--- src/sv/wsra_pkg.sv ---
// ----------------------------------------------------------------------------
// wsra_pkg: shared types and constants
// State encodings and fixed field widths for the send-rate averager.
// ----------------------------------------------------------------------------
package wsra_pkg;

  localparam int SAMPLE_W  = 32;   // delay and byte fields
  localparam int RATE_W    = 46;   // reported rate
  localparam int WIN_W     = 5;    // window_len register
  localparam int SCALE_W   = 10;   // width of the ms-to-s factor

  localparam logic [WIN_W-1:0]   WIN_RESET  = 5'd16;
  localparam logic [SCALE_W-1:0] MS_PER_SEC = 10'd1000;

  typedef enum logic {
    F_IDLE,
    F_WORK
  } front_state_t;

  typedef enum logic [1:0] {
    B_IDLE,
    B_DIV,
    B_DONE
  } back_state_t;

endpackage

--- src/sv/windowed_send_rate_averager.sv ---
// ----------------------------------------------------------------------------
// windowed_send_rate_averager: sliding-window send throughput average
// Keeps the latest send samples and reports bytes per second over them.
// ----------------------------------------------------------------------------
// Usage:
//   s_axis carries one send sample per word: delay in ms and byte count.
//   m_axis returns one word per sample: the average rate in bytes per
//   second over the samples now in the window (floor(bytes*1000/delay);
//   bytes*1000 when the delay sum is zero; zero when the byte sum is zero).
//   cfg_we/cfg_wdata set window_len (0 acts as 1, above MAX_POINTS clips);
//   write it only while no sample is in flight.
// Timing:
//   A sample is registered when taken and folded into the window sums once
//   the queue has room; the sums then cross a two-entry queue to the
//   divider, which loads them, works one dividend bit per cycle (SUM_W + 10,
//   46 at MAX_POINTS = 16) and registers the result. The front takes new
//   samples while the divider works, as long as the queue has room. A zero
//   delay sum skips the divide.
// Reset:
//   rst (synchronous) empties the window, zeroes the sums, sets window_len
//   to 16 and drops m_axis_tvalid.
// Stall:
//   With m_axis_tready low the result is held; one more sample finishes in
//   the divider, two wait in the queue and one in the front, then
//   s_axis_tready stays low.
// ----------------------------------------------------------------------------
module windowed_send_rate_averager #(
  parameter int MAX_POINTS = 16
) (
  input  logic                        clk,
  input  logic                        rst,
  // configuration
  input  logic                        cfg_we,
  input  logic [wsra_pkg::WIN_W-1:0]  cfg_wdata,     // window_len
  // sample input
  input  logic                        s_axis_tvalid,
  output logic                        s_axis_tready,
  input  logic [63:0]                 s_axis_tdata,  // delay_ms[31:0], byte_count[63:32]
  // rate output
  output logic                        m_axis_tvalid,
  input  logic                        m_axis_tready,
  output logic [47:0]                 m_axis_tdata   // rate_bytes_per_sec[45:0], zero pad
);

  localparam int SUM_W = wsra_pkg::SAMPLE_W + $clog2(MAX_POINTS);

  logic [wsra_pkg::WIN_W-1:0]  window_len;
  logic                        q_full, q_empty, q_push, q_pop;
  logic [2*SUM_W-1:0]          q_in, q_head;
  logic [wsra_pkg::RATE_W-1:0] rate;

  // window length register
  always_ff @(posedge clk) begin
    if (rst) begin
      window_len <= wsra_pkg::WIN_RESET;
    end else if (cfg_we) begin
      window_len <= cfg_wdata;
    end
  end

  // front: intake, eviction, ring update, running sums
  wsra_front #(
    .MAX_POINTS(MAX_POINTS)
  ) u_front (
    .clk        (clk),
    .rst        (rst),
    .in_valid   (s_axis_tvalid),
    .in_ready   (s_axis_tready),
    .delay_ms   (s_axis_tdata[31:0]),
    .byte_count (s_axis_tdata[63:32]),
    .window_len (window_len),
    .q_full     (q_full),
    .q_push     (q_push),
    .q_data     (q_in)
  );

  // decouples the short front pass from the long divide
  wsra_queue #(
    .WIDTH(2*SUM_W)
  ) u_queue (
    .clk       (clk),
    .rst       (rst),
    .push      (q_push),
    .push_data (q_in),
    .pop       (q_pop),
    .head      (q_head),
    .full      (q_full),
    .empty     (q_empty)
  );

  // back: scale, divide, hold result
  wsra_back #(
    .SUM_W(SUM_W)
  ) u_back (
    .clk       (clk),
    .rst       (rst),
    .head      (q_head),
    .empty     (q_empty),
    .pop       (q_pop),
    .out_valid (m_axis_tvalid),
    .out_ready (m_axis_tready),
    .rate      (rate)
  );

  assign m_axis_tdata = {2'b00, rate};

endmodule

--- src/sv/wsra_ram.sv ---
// ----------------------------------------------------------------------------
// wsra_ram: generic single-write, single-read RAM
// One write port, one read port with registered read data.
// ----------------------------------------------------------------------------
module wsra_ram #(
  parameter int WIDTH = 64,
  parameter int DEPTH = 16,
  localparam int AW = (DEPTH > 1) ? $clog2(DEPTH) : 1
) (
  input  logic             clk,
  input  logic             we,
  input  logic [AW-1:0]    waddr,
  input  logic [WIDTH-1:0] wdata,
  input  logic [AW-1:0]    raddr,
  output logic [WIDTH-1:0] rdata
);

  logic [WIDTH-1:0] mem [DEPTH];

  always_ff @(posedge clk) begin
    if (we) begin
      mem[waddr] <= wdata;
    end
    rdata <= mem[raddr];
  end

endmodule

--- src/sv/wsra_front.sv ---
// ----------------------------------------------------------------------------
// wsra_front: sample intake and window bookkeeping
// Accepts a sample, evicts the oldest entry when the window is full, stores
// the new one and pushes the updated byte and delay sums to the queue.
// ----------------------------------------------------------------------------
module wsra_front #(
  parameter int MAX_POINTS = 16,
  localparam int SUM_W = wsra_pkg::SAMPLE_W + $clog2(MAX_POINTS)
) (
  input  logic                          clk,
  input  logic                          rst,
  input  logic                          in_valid,
  output logic                          in_ready,
  input  logic [wsra_pkg::SAMPLE_W-1:0] delay_ms,
  input  logic [wsra_pkg::SAMPLE_W-1:0] byte_count,
  input  logic [wsra_pkg::WIN_W-1:0]    window_len,
  input  logic                          q_full,
  output logic                          q_push,
  output logic [2*SUM_W-1:0]            q_data   // delay_sum low, bytes_sum high
);

  localparam int SW    = wsra_pkg::SAMPLE_W;
  localparam int IDX_W = (MAX_POINTS > 1) ? $clog2(MAX_POINTS) : 1;
  localparam int CNT_W = $clog2(MAX_POINTS + 1);
  localparam int EW    = (CNT_W > wsra_pkg::WIN_W) ? CNT_W : wsra_pkg::WIN_W;

  wsra_pkg::front_state_t state, state_next;

  logic [SW-1:0]    d_in, b_in;
  logic [IDX_W-1:0] oldest_slot;
  logic [CNT_W-1:0] sample_count;
  logic [SUM_W-1:0] delay_sum, bytes_sum;

  logic [2*SW-1:0]  rd_data;
  logic             evict;
  logic [EW-1:0]    win_ext, win_eff;
  logic [IDX_W-1:0] oldest_ev, slot;
  logic [CNT_W-1:0] count_ev;
  logic [CNT_W:0]   slot_sum;
  logic [SUM_W-1:0] dsum_new, bsum_new;
  logic             accept, commit;

  // ring holds {byte_count, delay_ms}; read port always points at the oldest
  wsra_ram #(
    .WIDTH(2*SW),
    .DEPTH(MAX_POINTS)
  ) u_ring (
    .clk   (clk),
    .we    (commit),
    .waddr (slot),
    .wdata ({b_in, d_in}),
    .raddr (oldest_slot),
    .rdata (rd_data)
  );

  // effective window: zero reads as one, clipped to ring depth
  always_comb begin
    win_ext = EW'(window_len);
    if (window_len == '0) begin
      win_eff = EW'(1);
    end else if (win_ext > EW'(MAX_POINTS)) begin
      win_eff = EW'(MAX_POINTS);
    end else begin
      win_eff = win_ext;
    end
  end

  always_comb begin
    evict     = (EW'(sample_count) >= win_eff) && (sample_count != '0);
    count_ev  = evict ? sample_count - CNT_W'(1) : sample_count;
    oldest_ev = oldest_slot;
    if (evict) begin
      oldest_ev = (oldest_slot == IDX_W'(MAX_POINTS - 1)) ? '0 : oldest_slot + IDX_W'(1);
    end
    slot_sum = (CNT_W+1)'(oldest_ev) + (CNT_W+1)'(count_ev);
    if (slot_sum >= (CNT_W+1)'(MAX_POINTS)) begin
      slot = IDX_W'(slot_sum - (CNT_W+1)'(MAX_POINTS));
    end else begin
      slot = IDX_W'(slot_sum);
    end
    dsum_new = (evict ? delay_sum - SUM_W'(rd_data[SW-1:0]) : delay_sum) + SUM_W'(d_in);
    bsum_new = (evict ? bytes_sum - SUM_W'(rd_data[2*SW-1:SW]) : bytes_sum) + SUM_W'(b_in);
  end

  // next state
  always_comb begin
    state_next = state;
    unique case (state)
      wsra_pkg::F_IDLE: if (in_valid) state_next = wsra_pkg::F_WORK;
      wsra_pkg::F_WORK: if (!q_full)  state_next = wsra_pkg::F_IDLE;
      default:          state_next = wsra_pkg::F_IDLE;
    endcase
  end

  // outputs
  always_comb begin
    in_ready = 1'b0;
    commit   = 1'b0;
    unique case (state)
      wsra_pkg::F_IDLE: in_ready = 1'b1;
      wsra_pkg::F_WORK: commit   = !q_full;
      default:          in_ready = 1'b0;
    endcase
  end

  assign accept = in_valid && in_ready;
  assign q_push = commit;
  assign q_data = {bsum_new, dsum_new};

  always_ff @(posedge clk) begin
    if (rst) begin
      state        <= wsra_pkg::F_IDLE;
      oldest_slot  <= '0;
      sample_count <= '0;
      delay_sum    <= '0;
      bytes_sum    <= '0;
    end else begin
      state <= state_next;
      if (commit) begin
        oldest_slot  <= oldest_ev;
        sample_count <= count_ev + CNT_W'(1);
        delay_sum    <= dsum_new;
        bytes_sum    <= bsum_new;
      end
    end
  end

  always_ff @(posedge clk) begin
    if (accept) begin
      d_in <= delay_ms;
      b_in <= byte_count;
    end
  end

endmodule

--- src/sv/wsra_queue.sv ---
// ----------------------------------------------------------------------------
// wsra_queue: two-entry FIFO
// Holds updated sums between the window front end and the divider.
// ----------------------------------------------------------------------------
module wsra_queue #(
  parameter int WIDTH = 72
) (
  input  logic             clk,
  input  logic             rst,
  input  logic             push,
  input  logic [WIDTH-1:0] push_data,
  input  logic             pop,
  output logic [WIDTH-1:0] head,
  output logic             full,
  output logic             empty
);

  logic [WIDTH-1:0] mem [2];
  logic             wr_ptr, rd_ptr;
  logic [1:0]       count;

  assign full  = (count == 2'd2);
  assign empty = (count == 2'd0);
  assign head  = mem[rd_ptr];

  always_ff @(posedge clk) begin
    if (rst) begin
      wr_ptr <= 1'b0;
      rd_ptr <= 1'b0;
      count  <= 2'd0;
    end else begin
      if (push) wr_ptr <= ~wr_ptr;
      if (pop)  rd_ptr <= ~rd_ptr;
      case ({push, pop})
        2'b10:   count <= count + 2'd1;
        2'b01:   count <= count - 2'd1;
        default: count <= count;
      endcase
    end
  end

  always_ff @(posedge clk) begin
    if (push) begin
      mem[wr_ptr] <= push_data;
    end
  end

endmodule

--- src/sv/wsra_back.sv ---
// ----------------------------------------------------------------------------
// wsra_back: rate divider and output register
// Scales the byte sum by 1000, divides by the delay sum one bit per cycle
// (skipped for a zero delay sum) and holds the result until the downstream side takes it.
// ----------------------------------------------------------------------------
module wsra_back #(
  parameter int SUM_W = 36
) (
  input  logic                        clk,
  input  logic                        rst,
  input  logic [2*SUM_W-1:0]          head,    // delay_sum low, bytes_sum high
  input  logic                        empty,
  output logic                        pop,
  output logic                        out_valid,
  input  logic                        out_ready,
  output logic [wsra_pkg::RATE_W-1:0] rate
);

  localparam int DIV_W  = SUM_W + wsra_pkg::SCALE_W;
  localparam int STEP_W = $clog2(DIV_W);

  wsra_pkg::back_state_t state, state_next;

  logic [SUM_W-1:0]  divisor, rem;
  logic [DIV_W-1:0]  quo;
  logic [STEP_W-1:0] step;
  logic [SUM_W:0]    rem_sh, diff;
  logic              load_out, last_step;

  assign rem_sh    = {rem, quo[DIV_W-1]};
  assign diff      = rem_sh - {1'b0, divisor};
  assign last_step = (step == '0);

  // next state
  always_comb begin
    state_next = state;
    unique case (state)
      wsra_pkg::B_IDLE: begin
        if (!empty) begin
          state_next = (head[SUM_W-1:0] == '0) ? wsra_pkg::B_DONE : wsra_pkg::B_DIV;
        end
      end
      wsra_pkg::B_DIV:  if (last_step) state_next = wsra_pkg::B_DONE;
      wsra_pkg::B_DONE: if (!out_valid || out_ready) state_next = wsra_pkg::B_IDLE;
      default:          state_next = wsra_pkg::B_IDLE;
    endcase
  end

  // outputs
  always_comb begin
    pop      = 1'b0;
    load_out = 1'b0;
    unique case (state)
      wsra_pkg::B_IDLE: pop      = !empty;
      wsra_pkg::B_DONE: load_out = !out_valid || out_ready;
      default:          pop      = 1'b0;
    endcase
  end

  always_ff @(posedge clk) begin
    if (rst) begin
      state     <= wsra_pkg::B_IDLE;
      out_valid <= 1'b0;
    end else begin
      state <= state_next;
      if (load_out) begin
        out_valid <= 1'b1;
      end else if (out_ready) begin
        out_valid <= 1'b0;
      end
    end
  end

  // restoring division, quotient shifts in where the dividend shifts out;
  // a zero delay sum skips straight to the scaled byte sum
  always_ff @(posedge clk) begin
    if (pop) begin
      quo     <= DIV_W'(head[2*SUM_W-1:SUM_W]) * DIV_W'(wsra_pkg::MS_PER_SEC);
      divisor <= head[SUM_W-1:0];
      rem     <= '0;
      step    <= STEP_W'(DIV_W - 1);
    end else if (state == wsra_pkg::B_DIV) begin
      step <= step - STEP_W'(1);
      if (!diff[SUM_W]) begin
        rem <= diff[SUM_W-1:0];
        quo <= {quo[DIV_W-2:0], 1'b1};
      end else begin
        rem <= rem_sh[SUM_W-1:0];
        quo <= {quo[DIV_W-2:0], 1'b0};
      end
    end
    if (load_out) begin
      rate <= wsra_pkg::RATE_W'(quo);
    end
  end

endmodule

--- config.mk ---
export PLATFORM = sky130hd
export DESIGN_NAME = windowed_send_rate_averager
export DESIGN_NICKNAME = d
export VERILOG_FILES = /design/src/sv/wsra_pkg.sv /design/src/sv/windowed_send_rate_averager.sv /design/src/sv/wsra_ram.sv /design/src/sv/wsra_front.sv /design/src/sv/wsra_queue.sv /design/src/sv/wsra_back.sv
export SDC_FILE = /design/constraint.sdc
export NUM_CORES = 2
export LEC_CHECK = 0
export ABC_AREA = 1
export BUFFER_PORTS_ARGS = -buffer_cell sky130_fd_sc_hd__buf_2
export CORE_MARGIN = 3
export CORE_UTILIZATION = 68
export DETAILED_ROUTE_END_ITERATION = 6
export PLACE_DENSITY = 0.85
export REMOVE_ABC_BUFFERS = 1
export SLEW_MARGIN = 20
export SYNTH_ARGS = -nofsm -noshare
export SYNTH_HDL_FRONTEND = slang
export SYNTH_SLANG_ARGS = --single-unit
--- constraint.sdc ---
create_clock -name clk -period 11.25 [get_ports clk]
set_input_delay 2.25 -clock clk [delete_from_list [all_inputs] [get_ports clk]]
set_output_delay 2.25 -clock clk [all_outputs]
set_load 0.02 [all_outputs]
==> flow_summary.yaml <==
floorplanning:
  initial_utilization_pct: 69.1
  num_rows: 121
  ioPinCount: 124
  core-area_sq_mm: 0.110
  die_w_um: 340
  die-height_um: 340
  die_area_sq_mm: 0.115
route:
  dr.pass1.iters: 6
  vias: 55400
  drtIter0Drc: 6923
  routed_wl_um: 198000
  avgViaCountPerCell: 6.25
  wl_per_cell_um: 22.3
  postRouteAntennaNets: 0
  drc_errors: 0
timing:
  rsz0062_at_grt: "false"
  max_clock_freq_ghz: 0.150
  tightestPinTransition_ns: 1.18
  slew_headroom_pct: 21.6
  maxSlewViolCount: 0
  worst_clock_skew_ns: 0.0456
  period_needed_ns: 6.68
  min_period_over_period_pct: 59.4
  setup_tns_ns: 0
  setup_viol: 0
  finalHoldViolCount: 0
finish:
  final_common_cell: "edfxtp_1"
  num-fill-cells: 7267
  mostFrequentLayoutCells: "edfxtp_1, nand2_1, nor2_1"
  nNetsFinal: 7741
  drive_above_1_share_pct: 6.85
  areaGrowthSynthToFinish_pct: 9.21
clocking:
  cts_max_path_buffers: 3
  numCtsBuffers: 150
  clk_pin_slew_ns: 0.07
  ctsResizeCount: 0
  cts.sinks: 1561
  cts_tree: "done"
  root_buffer: "clkbuf_16"
  clk_latency_ns: 0.78
  h-tree-depth: 4
  holdBufCountCts: 0
  cts_setup_buffers: 0
outcome:
  run_status: "finished, final reports clean"
synth:
  ys.warnings.count: 0
  synthXorXnorAreaFrac_pct: 1.58
  synth_largest_area_cell: "edfxtp_1"
  synth_top_family_by_area: "compound AO/OA/AOI/OAI gates"
  synth.distinct_cells: 57
  synth_compound_area_share_pct: 12.7
  async_reset_ff_share_pct: 0
  yosys.area_share.simple_pct: 12.5
  yosys.area.top_type_share_pct: 53.8
  synth_ff_type: "edfxtp_1"
  synthMuxAreaShare_pct: 0.187
  yosysSeqAreaShare_pct: 59.2
  synth-edff-count: 1357
  synthesis.area_sq_mm: 0.0757
  synth.area.top_cells: "edfxtp_1, nand2_1, o21ai_0"
  synth_cells: 7203
  postSynthAreaPerCell_sq_um: 10.5
  yosys.area_share.adder_pct: 8.18
  ys_ff_latch: 1561
flow_run:
  drv_cap: 0
global_route:
  grt_pass1_wl_um: 304000
  overflow: 0
  antenna_found_initial: 6
  grt_usage_pct: 34.0
  grt_pass1_vias: 54600
  grt_max_degree: 225
hold_path:
  hold_class: "reg2reg"
placement:
  port_buffers: 121
  gp_congestion: 0.940
  dpl.hpwl_um: 125000
setup_path:
  path_class: "reg2reg"
  critPathMaxFanout: 62
  cp_data_required_time_ns: 11.63
  end_kind: "register"
  arrival_ns: 7.06
  startpoint_type: "register"
[metal layers]
layer  wire length [um]  up-vias  global-route usage, %
li1                   -    25100                      -
met1              75900    26200                   47.0
met2              92100     3480                   54.4
met3              22500      559                   6.18
met4               7410        4                   12.6
met5                 27        -                      0
[sequential cells by signal (all words and copies together) (netlist names), 2 cells and up, named ones only]
| register | count |
|---|---|
| u_back.rem | 36 |
| u_back.divisor | 36 |
| u_front.u_ring.mem | 1024 |
| u_back.step | 6 |
| u_front.d_in | 32 |
| u_front.delay_sum | 36 |
| window_len | 5 |
| u_back.quo | 46 |
| u_back.rate | 46 |
| u_front.oldest_slot | 4 |
| u_front.sample_count | 5 |
| u_front.bytes_sum | 36 |
| u_queue.count | 2 |
| u_front.b_in | 32 |
| u_queue.mem | 144 |
| u_front.u_ring.rdata | 64 |
| u_back.state | 2 |
[logic make-up after synthesis]
logic type      after synthesis
simple gates               2346
compound gates             1624
flops                      1561
buf+inv                    1110
fa+ha+maj                   411
xor+xnor                    137
mux                          13
other cells                   1
[final timing paths]
kind | slack (ns) | from | endpoint | depth (start not counted)
worst max register to register | 4.57 | window_len[0] | u_front.u_ring.mem[3][28] | 24
worst min-delay path | 0.42 | u_back.quo[2] | u_back.rate[2] | 0
worst max-delay path | 4.57 | window_len[0] | u_front.u_ring.mem[3][28] | 24
worst min register to register | 0.42 | u_back.quo[2] | u_back.rate[2] | 0
[synthesized netlist by cell type (18+ instances only)]
library cell  instances
or2_2                23
xnor2_1              47
xor2_1               90
o21ai_1              18
and2_1               18
nand2_1            1112
o221ai_1            188
o21ai_0             822
a22o_1               28
fa_1                140
ha_1                271
dfxtp_1             204
o22ai_1              81
a21oi_1             269
nor3_1               34
edfxtp_1           1357
nand3_1             221
a21o_1               28
nor4_1               18
a31oi_1              28
nor2_1              858
clkbuf_1            215
inv_1               824
o211ai_1            100
buf_2                42
o21bai_1             33
[worst max-delay path, cell delays in order, from the launching register on]
cell and delay [ns]:
dfxtp_1 0.33, nor2_1 0.13, nand2_1 0.08, nand2_1 0.06, nand2_1 0.05, ha_1 0.28, nand3_1 0.08, nor2_1 0.11
nor2_1 0.06, nand2_2 0.11, nand2_4 0.42, inv_2 0.46, buf_4 0.58, nand2_1 0.13, xor2_1 0.19, ha_1 0.34
nand2_1 0.08, nor2_1 0.04, a211oi_1 0.23, or2_1 0.17, nand2_1 0.07, nand2_1 0.10, nand3_1 0.30, nor2_4 0.93
buf_4 0.86
[cell type report]
type                    instances  area (sq um)  share of cell area (%)
clock inverters                89           902                    1.09
flip-flops and latches       1561         44900                    54.2
clock buffers                 190          4040                    4.88
multi-input cells            4533         26800                    32.4
well taps                    1476          1850                    2.23
inverters                     827          3120                    3.77
repair buffers                183          1120                    1.35
diodes                          2          5.00                 0.00605
[per-stage QoR]
step / area (sq um) / setup WS (ns) / utilization (%) / instances / hold slack, ns
after floorplan: 74600 / -16.48 / - / 6921 / 0.408
after global placement: 77700 / 4.58 / 70.9 / 8578 / 0.414
after detailed placement: 77700 / 4.74 / 70.9 / 8578 / 0.417
after CTS: 82600 / 4.66 / 75.4 / 8857 / 0.414
after global routing: 82700 / 4.17 / 75.4 / 8859 / 0.430
final: 82700 / 4.57 / 75.4 / 8861 / 0.419
Power is not shown: default switching activity piles up to over one toggle a cycle in this logic, so the estimate is an artifact.
